**src/hw/rtl/tdc_pkg.sv**
```systemverilog
// ----------------------------------------------------------------------------
// tdc_pkg
// Types and constants shared by the time-of-day clock with countdown.
// ----------------------------------------------------------------------------
package tdc_pkg;

  localparam int TOTAL_WIDTH    = 32;
  localparam int CD_WIDTH       = 16;
  localparam int INTERVAL_WIDTH = 10;

  localparam logic [INTERVAL_WIDTH-1:0] INTERVAL_RESET = INTERVAL_WIDTH'(1);

  localparam logic [2:0] KIND_TICK   = 3'd0;
  localparam logic [2:0] KIND_START  = 3'd1;
  localparam logic [2:0] KIND_PAUSE  = 3'd2;
  localparam logic [2:0] KIND_RESUME = 3'd3;
  localparam logic [2:0] KIND_CANCEL = 3'd4;

  localparam logic [10:0] MS_PER_SEC   = 11'd1000;
  localparam logic [10:0] MS_PER_2SEC  = 11'd2000;
  localparam logic [6:0]  SEC_PER_MIN  = 7'd60;
  localparam logic [6:0]  MIN_PER_HOUR = 7'd60;
  localparam logic [5:0]  HOUR_PER_DAY = 6'd24;

  typedef struct packed {
    logic [2:0]          kind;
    logic [CD_WIDTH-1:0] duration;
  } in_item_t;

  typedef struct packed {
    logic [TOTAL_WIDTH-1:0] elapsed_ms;
    logic [9:0]             millis;
    logic [5:0]             seconds;
    logic [5:0]             minutes;
    logic [4:0]             hours;
    logic [7:0]             days;
    logic [CD_WIDTH-1:0]    time_left;
    logic                   countdown_running;
    logic                   time_up;
  } out_item_t;

  typedef struct packed {
    logic [9:0] ms;
    logic [5:0] sec;
    logic [5:0] min;
    logic [4:0] hour;
    logic [7:0] day;
  } cal_t;

endpackage

```
**src/hw/rtl/time_of_day_clock_with_countdown.sv**
```systemverilog
// ----------------------------------------------------------------------------
// time_of_day_clock_with_countdown
// Millisecond time-of-day clock with day count and a countdown timer.
// ----------------------------------------------------------------------------
// channel   signals                        direction
// in        in_valid, in_stall, in_data    command item in
// out       out_valid, out_stall, out_data clock and countdown state out
// cfg       cfg_write, cfg_data            tick interval write
//
// one item per cycle while the output is not stalled; the result is registered
// after the input register and one pass through decode and carry chain
// synchronous reset clears all counters; interval resets to 1 ms
// an output stall holds the result and backs up into in_stall only
// when the input register is also full
module time_of_day_clock_with_countdown (
  input  logic                               clk,
  input  logic                               rst,
  input  logic                               cfg_write,
  input  logic [tdc_pkg::INTERVAL_WIDTH-1:0] cfg_data,
  input  logic                               in_valid,
  output logic                               in_stall,
  input  tdc_pkg::in_item_t                  in_data,
  output logic                               out_valid,
  input  logic                               out_stall,
  output tdc_pkg::out_item_t                 out_data
);

  logic              busy;
  logic              cmd_valid;
  tdc_pkg::in_item_t cmd;

  tdc_in_stage u_in_stage (
    .clk       (clk),
    .rst       (rst),
    .in_valid  (in_valid),
    .in_stall  (in_stall),
    .in_data   (in_data),
    .busy      (busy),
    .cmd_valid (cmd_valid),
    .cmd       (cmd)
  );

  tdc_core u_core (
    .clk       (clk),
    .rst       (rst),
    .cfg_write (cfg_write),
    .cfg_data  (cfg_data),
    .cmd_valid (cmd_valid),
    .cmd       (cmd),
    .busy      (busy),
    .out_valid (out_valid),
    .out_stall (out_stall),
    .out_data  (out_data)
  );

endmodule

```
**src/hw/rtl/tdc_in_stage.sv**
```systemverilog
// ----------------------------------------------------------------------------
// tdc_in_stage
// Input register; holds an item while the result side is stalled.
// ----------------------------------------------------------------------------
module tdc_in_stage (
  input  logic              clk,
  input  logic              rst,
  input  logic              in_valid,
  output logic              in_stall,
  input  tdc_pkg::in_item_t in_data,
  input  logic              busy,
  output logic              cmd_valid,
  output tdc_pkg::in_item_t cmd
);

  assign in_stall = cmd_valid && busy;

  always_ff @(posedge clk) begin
    if (rst) begin
      cmd_valid <= 1'b0;
    end else if (!in_stall) begin
      cmd_valid <= in_valid;
    end
  end

  always_ff @(posedge clk) begin
    if (!in_stall && in_valid) begin
      cmd <= in_data;
    end
  end

endmodule

```
**src/hw/rtl/tdc_calendar.sv**
```systemverilog
// ----------------------------------------------------------------------------
// tdc_calendar
// Carry chain from milliseconds up through days for one tick.
// ----------------------------------------------------------------------------
module tdc_calendar (
  input  tdc_pkg::cal_t                       cal,
  input  logic [tdc_pkg::INTERVAL_WIDTH-1:0]  delta,
  output tdc_pkg::cal_t                       cal_next
);

  logic [10:0] ms_sum;
  logic [1:0]  ms_carry;
  logic [6:0]  sec_sum;
  logic        sec_carry;
  logic [6:0]  min_sum;
  logic        min_carry;
  logic [5:0]  hour_sum;
  logic        hour_carry;

  always_comb begin
    ms_sum = 11'(cal.ms) + 11'(delta);
    if (ms_sum >= tdc_pkg::MS_PER_2SEC) begin
      cal_next.ms = 10'(ms_sum - tdc_pkg::MS_PER_2SEC);
      ms_carry    = 2'd2;
    end else if (ms_sum >= tdc_pkg::MS_PER_SEC) begin
      cal_next.ms = 10'(ms_sum - tdc_pkg::MS_PER_SEC);
      ms_carry    = 2'd1;
    end else begin
      cal_next.ms = ms_sum[9:0];
      ms_carry    = 2'd0;
    end

    sec_sum = 7'(cal.sec) + 7'(ms_carry);
    sec_carry = sec_sum >= tdc_pkg::SEC_PER_MIN;
    cal_next.sec = sec_carry ? 6'(sec_sum - tdc_pkg::SEC_PER_MIN) : sec_sum[5:0];

    min_sum = 7'(cal.min) + 7'(sec_carry);
    min_carry = min_sum >= tdc_pkg::MIN_PER_HOUR;
    cal_next.min = min_carry ? 6'(min_sum - tdc_pkg::MIN_PER_HOUR) : min_sum[5:0];

    hour_sum = 6'(cal.hour) + 6'(min_carry);
    hour_carry = hour_sum >= tdc_pkg::HOUR_PER_DAY;
    cal_next.hour = hour_carry ? 5'(hour_sum - tdc_pkg::HOUR_PER_DAY) : hour_sum[4:0];

    cal_next.day = cal.day + 8'(hour_carry);
  end

endmodule

```
**src/hw/rtl/tdc_core.sv**
```systemverilog
// ----------------------------------------------------------------------------
// tdc_core
// Clock and countdown state, command decode and the result register.
// ----------------------------------------------------------------------------
module tdc_core (
  input  logic                               clk,
  input  logic                               rst,
  input  logic                               cfg_write,
  input  logic [tdc_pkg::INTERVAL_WIDTH-1:0] cfg_data,
  input  logic                               cmd_valid,
  input  tdc_pkg::in_item_t                  cmd,
  output logic                               busy,
  output logic                               out_valid,
  input  logic                               out_stall,
  output tdc_pkg::out_item_t                 out_data
);

  logic [tdc_pkg::INTERVAL_WIDTH-1:0] interval;
  logic [tdc_pkg::TOTAL_WIDTH-1:0]    total_count;
  logic [tdc_pkg::TOTAL_WIDTH-1:0]    total_count_next;
  tdc_pkg::cal_t                      cal;
  tdc_pkg::cal_t                      cal_tick;
  tdc_pkg::cal_t                      cal_next;
  logic [tdc_pkg::CD_WIDTH-1:0]       remaining;
  logic [tdc_pkg::CD_WIDTH-1:0]       remaining_next;
  logic                               running;
  logic                               running_next;
  logic                               fire;
  logic                               tick;

  assign busy = out_valid && out_stall;
  assign fire = cmd_valid && !busy;
  assign tick = (cmd.kind == tdc_pkg::KIND_TICK) && (interval != '0);

  tdc_calendar u_calendar (
    .cal      (cal),
    .delta    (interval),
    .cal_next (cal_tick)
  );

  always_comb begin
    total_count_next = total_count;
    cal_next         = cal;
    remaining_next   = remaining;
    running_next     = running;
    case (cmd.kind)
      tdc_pkg::KIND_TICK: begin
        if (tick) begin
          total_count_next = total_count + tdc_pkg::TOTAL_WIDTH'(interval);
          cal_next         = cal_tick;
          if (running) begin
            if (remaining > tdc_pkg::CD_WIDTH'(interval)) begin
              remaining_next = remaining - tdc_pkg::CD_WIDTH'(interval);
            end else begin
              remaining_next = '0;
              running_next   = 1'b0;
            end
          end
        end
      end
      tdc_pkg::KIND_START: begin
        remaining_next = cmd.duration;
        running_next   = 1'b1;
      end
      tdc_pkg::KIND_PAUSE: begin
        running_next = 1'b0;
      end
      tdc_pkg::KIND_RESUME: begin
        running_next = 1'b1;
      end
      tdc_pkg::KIND_CANCEL: begin
        remaining_next = '0;
        running_next   = 1'b0;
      end
      default: begin
      end
    endcase
  end

  always_ff @(posedge clk) begin
    if (rst) begin
      interval <= tdc_pkg::INTERVAL_RESET;
    end else if (cfg_write) begin
      interval <= cfg_data;
    end
  end

  always_ff @(posedge clk) begin
    if (rst) begin
      total_count <= '0;
      cal         <= '0;
      remaining   <= '0;
      running     <= 1'b0;
    end else if (fire) begin
      total_count <= total_count_next;
      cal         <= cal_next;
      remaining   <= remaining_next;
      running     <= running_next;
    end
  end

  always_ff @(posedge clk) begin
    if (rst) begin
      out_valid <= 1'b0;
    end else if (fire) begin
      out_valid <= 1'b1;
    end else if (!out_stall) begin
      out_valid <= 1'b0;
    end
  end

  always_ff @(posedge clk) begin
    if (fire) begin
      out_data.elapsed_ms        <= total_count_next;
      out_data.millis            <= cal_next.ms;
      out_data.seconds           <= cal_next.sec;
      out_data.minutes           <= cal_next.min;
      out_data.hours             <= cal_next.hour;
      out_data.days              <= cal_next.day;
      out_data.time_left         <= remaining_next;
      out_data.countdown_running <= running_next;
      out_data.time_up           <= (remaining_next == '0);
    end
  end

endmodule

```
**config.mk**
```make
export PLATFORM = sky130hd
export DESIGN_NAME = time_of_day_clock_with_countdown
export DESIGN_NICKNAME = d
export VERILOG_FILES = /design/src/hw/rtl/tdc_pkg.sv /design/src/hw/rtl/time_of_day_clock_with_countdown.sv /design/src/hw/rtl/tdc_in_stage.sv /design/src/hw/rtl/tdc_calendar.sv /design/src/hw/rtl/tdc_core.sv
export SDC_FILE = /design/constraint.sdc
export NUM_CORES = 1
export LEC_CHECK = 0
export CAP_MARGIN = 0
export CORE_AREA = 2 2 143 145
export CTS_CLUSTER_SIZE = 14
export DETAILED_ROUTE_END_ITERATION = 6
export DIE_AREA = 0 0 145 147
export DONT_BUFFER_PORTS = 1
export GPL_TIMING_DRIVEN = 0
export PLACE_DENSITY = 0.77
export SYNTH_ARGS = -nofsm -noshare
export SYNTH_HDL_FRONTEND = slang
export SYNTH_SLANG_ARGS = --single-unit
```
**constraint.sdc**
```tcl
create_clock -name clk -period 7 [get_ports clk]
set_input_delay 2.1 -clock clk [delete_from_list [all_inputs] [get_ports clk]]
set_output_delay 2.1 -clock clk [all_outputs]
set_load 0.02 [all_outputs]
```
==> summary.txt <==
Status
  – Status: finished, violations left
  – Failing checks: design-rule violations, negative setup slack

Floorplanning
  – Die area: 21300 um2
  – Chip height: 147 um
  – Io pins: 121
  – Die width: 145 um
  – Core outline area: 19800 um2
  – FP Rows: 52
  – Initial Util: 54.7%

Pwr
  – Power per cell area: 210 nW/um2
  – Worst vdd ir: 0.230 mV
  – Lkg Pwr: 4.80 nW

Logic synthesis
  – Seq/Total Area, Yosys: 46.4%
  – Post-synth cell types: 84
  – Seq cells post-synth: 200
  – Syn Std Cell Area: 10900 um2
  – Ys flop type: edfxtp_1
  – Synth warnings: 0
  – Number of synthesized flops with an enable pin: 104
  – Mapped Cells: 1144
  – Net count after synthesis: 1228
  – Syn Area/Cell: 9.50 um2
  – Asr flop ratio synth: 0%

Route
  – Via count: 9371
  – # DRC: 11
  – Via density per instance: 6.22
  – 1st-iter DRT viols: 964
  – Drt first pass iters: 7
  – Wirelength per Cell: 20.6 um
  – DRT antenna net count: 0
  – Routed WL: 31.0 mm

Clock tree
  – Clock transition at path regs: 80 ps
  – Clock root cell: clkbuf_16
  – Worst skew pair latency: 450 ps
  – Hold-fix buffers, CTS: 0
  – Clock sink count: 200
  – Maximum root-to-sink buffer count: 2
  – Inserted Clock Buffers: 17
  – H-tree Lvls: 4
  – CTS tree: built

STA
  – Hold Violations, Final: 0
  – Hold slack final: 485 ps
  – Fin crit share: 102%
  – PnR worst setup slack: -105 ps
  – Measured slew at the worst slew-check pin: 1290 ps
  – Tmin final: 7110 ps
  – Final setup fails: 3
  – Skew final: 9.65 ps
  – Slew margin rel.: 13.0%
  – Setup_tns: -155 ps
  – Final slew viol count: 0
  – RSZ-0062 raised after global routing: true
  – Fmax: 0.141 GHz

Hold path
  – Hold path depth: 2
  – Min-delay worst type: reg2reg

GRT
  – Largest net degree at the start of global routing: 57
  – Vias in the first global route: 8635
  – Tot GR Track Use: 28.2%
  – Total gr overflow: 0
  – Initial antenna violation count: 0
  – First-pass GRT wire length: 47.1 mm

Worst setup path
  – Worst path slowest cell: dfxtp_2
  – Cells on worst reg2reg path: 34
  – Max incr delay on CP: 440 ps
  – Worst Path Max Fanout: 6
  – Crit end category: register
  – Critical Path Most Common Cell: ha_4
  – CP Class: reg2reg
  – Required time worst endpoint: 7370 ps
  – Arr. time, crit path: 7480 ps
  – Kind of start point of the critical path: register

Cells and area
  – Post-route cell area: 12900 um2
  – Share of cells above drive strength 1: 16.3%
  – Most frequent cells in the layout: nand2_1 (157), edfxtp_1 (104), nor2_1 (89), dfxtp_1 (81), buf_4 (61)
  – Layout Cells excl Fill: 1506
  – Commonest non-fill, non-tap cell in the layout: nand2_1
  – ANT cells: 0
  – Area Growth Syn to Fin: 18.7%
  – Fin nets: 1307

Run
  – Max cap viols: 0

Place
  – Final HPWL DP: 20.3 mm
  – Placed Cells: 1415
  – Routability cong.: 0.936
  – Area of placed instances: 11300 um2
  – DP Worst Slack: -1150 ps
  – Buffers on Ports: 0
==> final timing paths <==
path,endpoint,slack [ps],start
setup / recovery,u_core.cal[5]$_SDFFE_PP0P_,-110,u_core.interval[5]$_SDFFE_PP0P_
hold / removal,u_core.total_count[2]$_SDFFE_PP0P_,480,u_core.total_count[2]$_SDFFE_PP0P_
setup reg to reg,u_core.cal[5]$_SDFFE_PP0P_,-110,u_core.interval[5]$_SDFFE_PP0P_
hold reg to reg,u_core.total_count[2]$_SDFFE_PP0P_,480,u_core.total_count[2]$_SDFFE_PP0P_
==> kinds of logic after synthesis <==
group                    synth area share, %
multiplexers                            1.59
flip-flops                              46.4
adder cells (fa/ha/maj)                 6.03
AND/OR/NAND/NOR                         18.5
AO/OA/AOI/OAI                           17.9
XOR/XNOR                                5.95
buffers and inverters                   3.57
==> area by class of cell <==
class,instances,area (um2)
flip-flops and latches,200,5080
multi-input cells,843,5990
clock inverters,15,194
clock buffers,17,425
plain buffers,53,214
repair buffers,61,478
well taps,270,338
fillers,1556,6940
inverters,47,176
==> where the power goes <==
| part | internal [mW] | switching [mW] |
|---|---|---|
| clock | 0.571 | 0.470 |
| sequential | 1.28 | 0.0619 |
| combinational | 0.112 | 0.207 |
| total | 1.96 | 0.739 |
==> critical path: cells and delay by family, from the launching register on <==
| family | cells | cell delay (ps) |
|---|---|---|
| adders and majority gates | 10 | 2200 |
| and+or+nand+nor | 10 | 2070 |
| AOI/OAI and AO/OA | 10 | 1630 |
| DFF | 1 | 440 |
| xor gates and xnor gates | 2 | 340 |
| buffers and inverters | 2 | 300 |
==> cell usage after synthesis, types with 18 or more instances <==
cell type | number | area [um2]
edfxtp_1 | 104 | 3120
xnor2_1 | 34 | 298
nand3_1 | 26 | 130
nor2_1 | 93 | 349
clkbuf_1 | 46 | 173
dfxtp_1 | 96 | 1920
nor3_1 | 36 | 180
ha_1 | 46 | 576
a21o_1 | 18 | 135
xor2_1 | 38 | 333
o21ai_0 | 54 | 270
inv_1 | 46 | 173
nand2_1 | 160 | 601
and3_1 | 18 | 113
a21oi_1 | 63 | 315
==> sequential cells by signal, indices dropped and copies added (netlist names) <==
signal                flops
u_core.total_count       32
u_core.remaining         16
u_core.out_valid          1
u_in_stage.cmd_valid      1
u_in_stage.cmd           19
u_core.out_data          85
u_core.running            1
u_core.cal               35
u_core.interval          10
==> what timing repair did <==
| item | 4_1_cts | 5_1_grt |
|---|---|---|
| buffers inserted | 41 | 20 |
| endpoints found under the setup margin | 22 | 20 |
| gates cloned | 0 | 0 |
| hold endpoints to repair | 0 | 0 |
| pin swaps | 24 | 36 |
| resized for setup | 63 | 44 |
==> metrics by stage <==
stage | total power, mW | util (%)
global placement | 1.65 | 56.8
detailed placement | 1.65 | 56.9
global route | 2.78 | 65.0
finish | 2.70 | 65.0
floorplan | 1.57 | -
CTS | 2.69 | 63.1
==> routing by layer <==
metal / global-route usage, % / vias to the layer above / routed length (um)
met3: 5.87 / 82 / 2690
met5: 0 / - / 0
met1: 36.6 / 4478 / 12700
li1: - / 4353 / -
met2: 45.8 / 458 / 14600
met4: 12.9 / 0 / 1020
(Power assumes the default switching activity.)
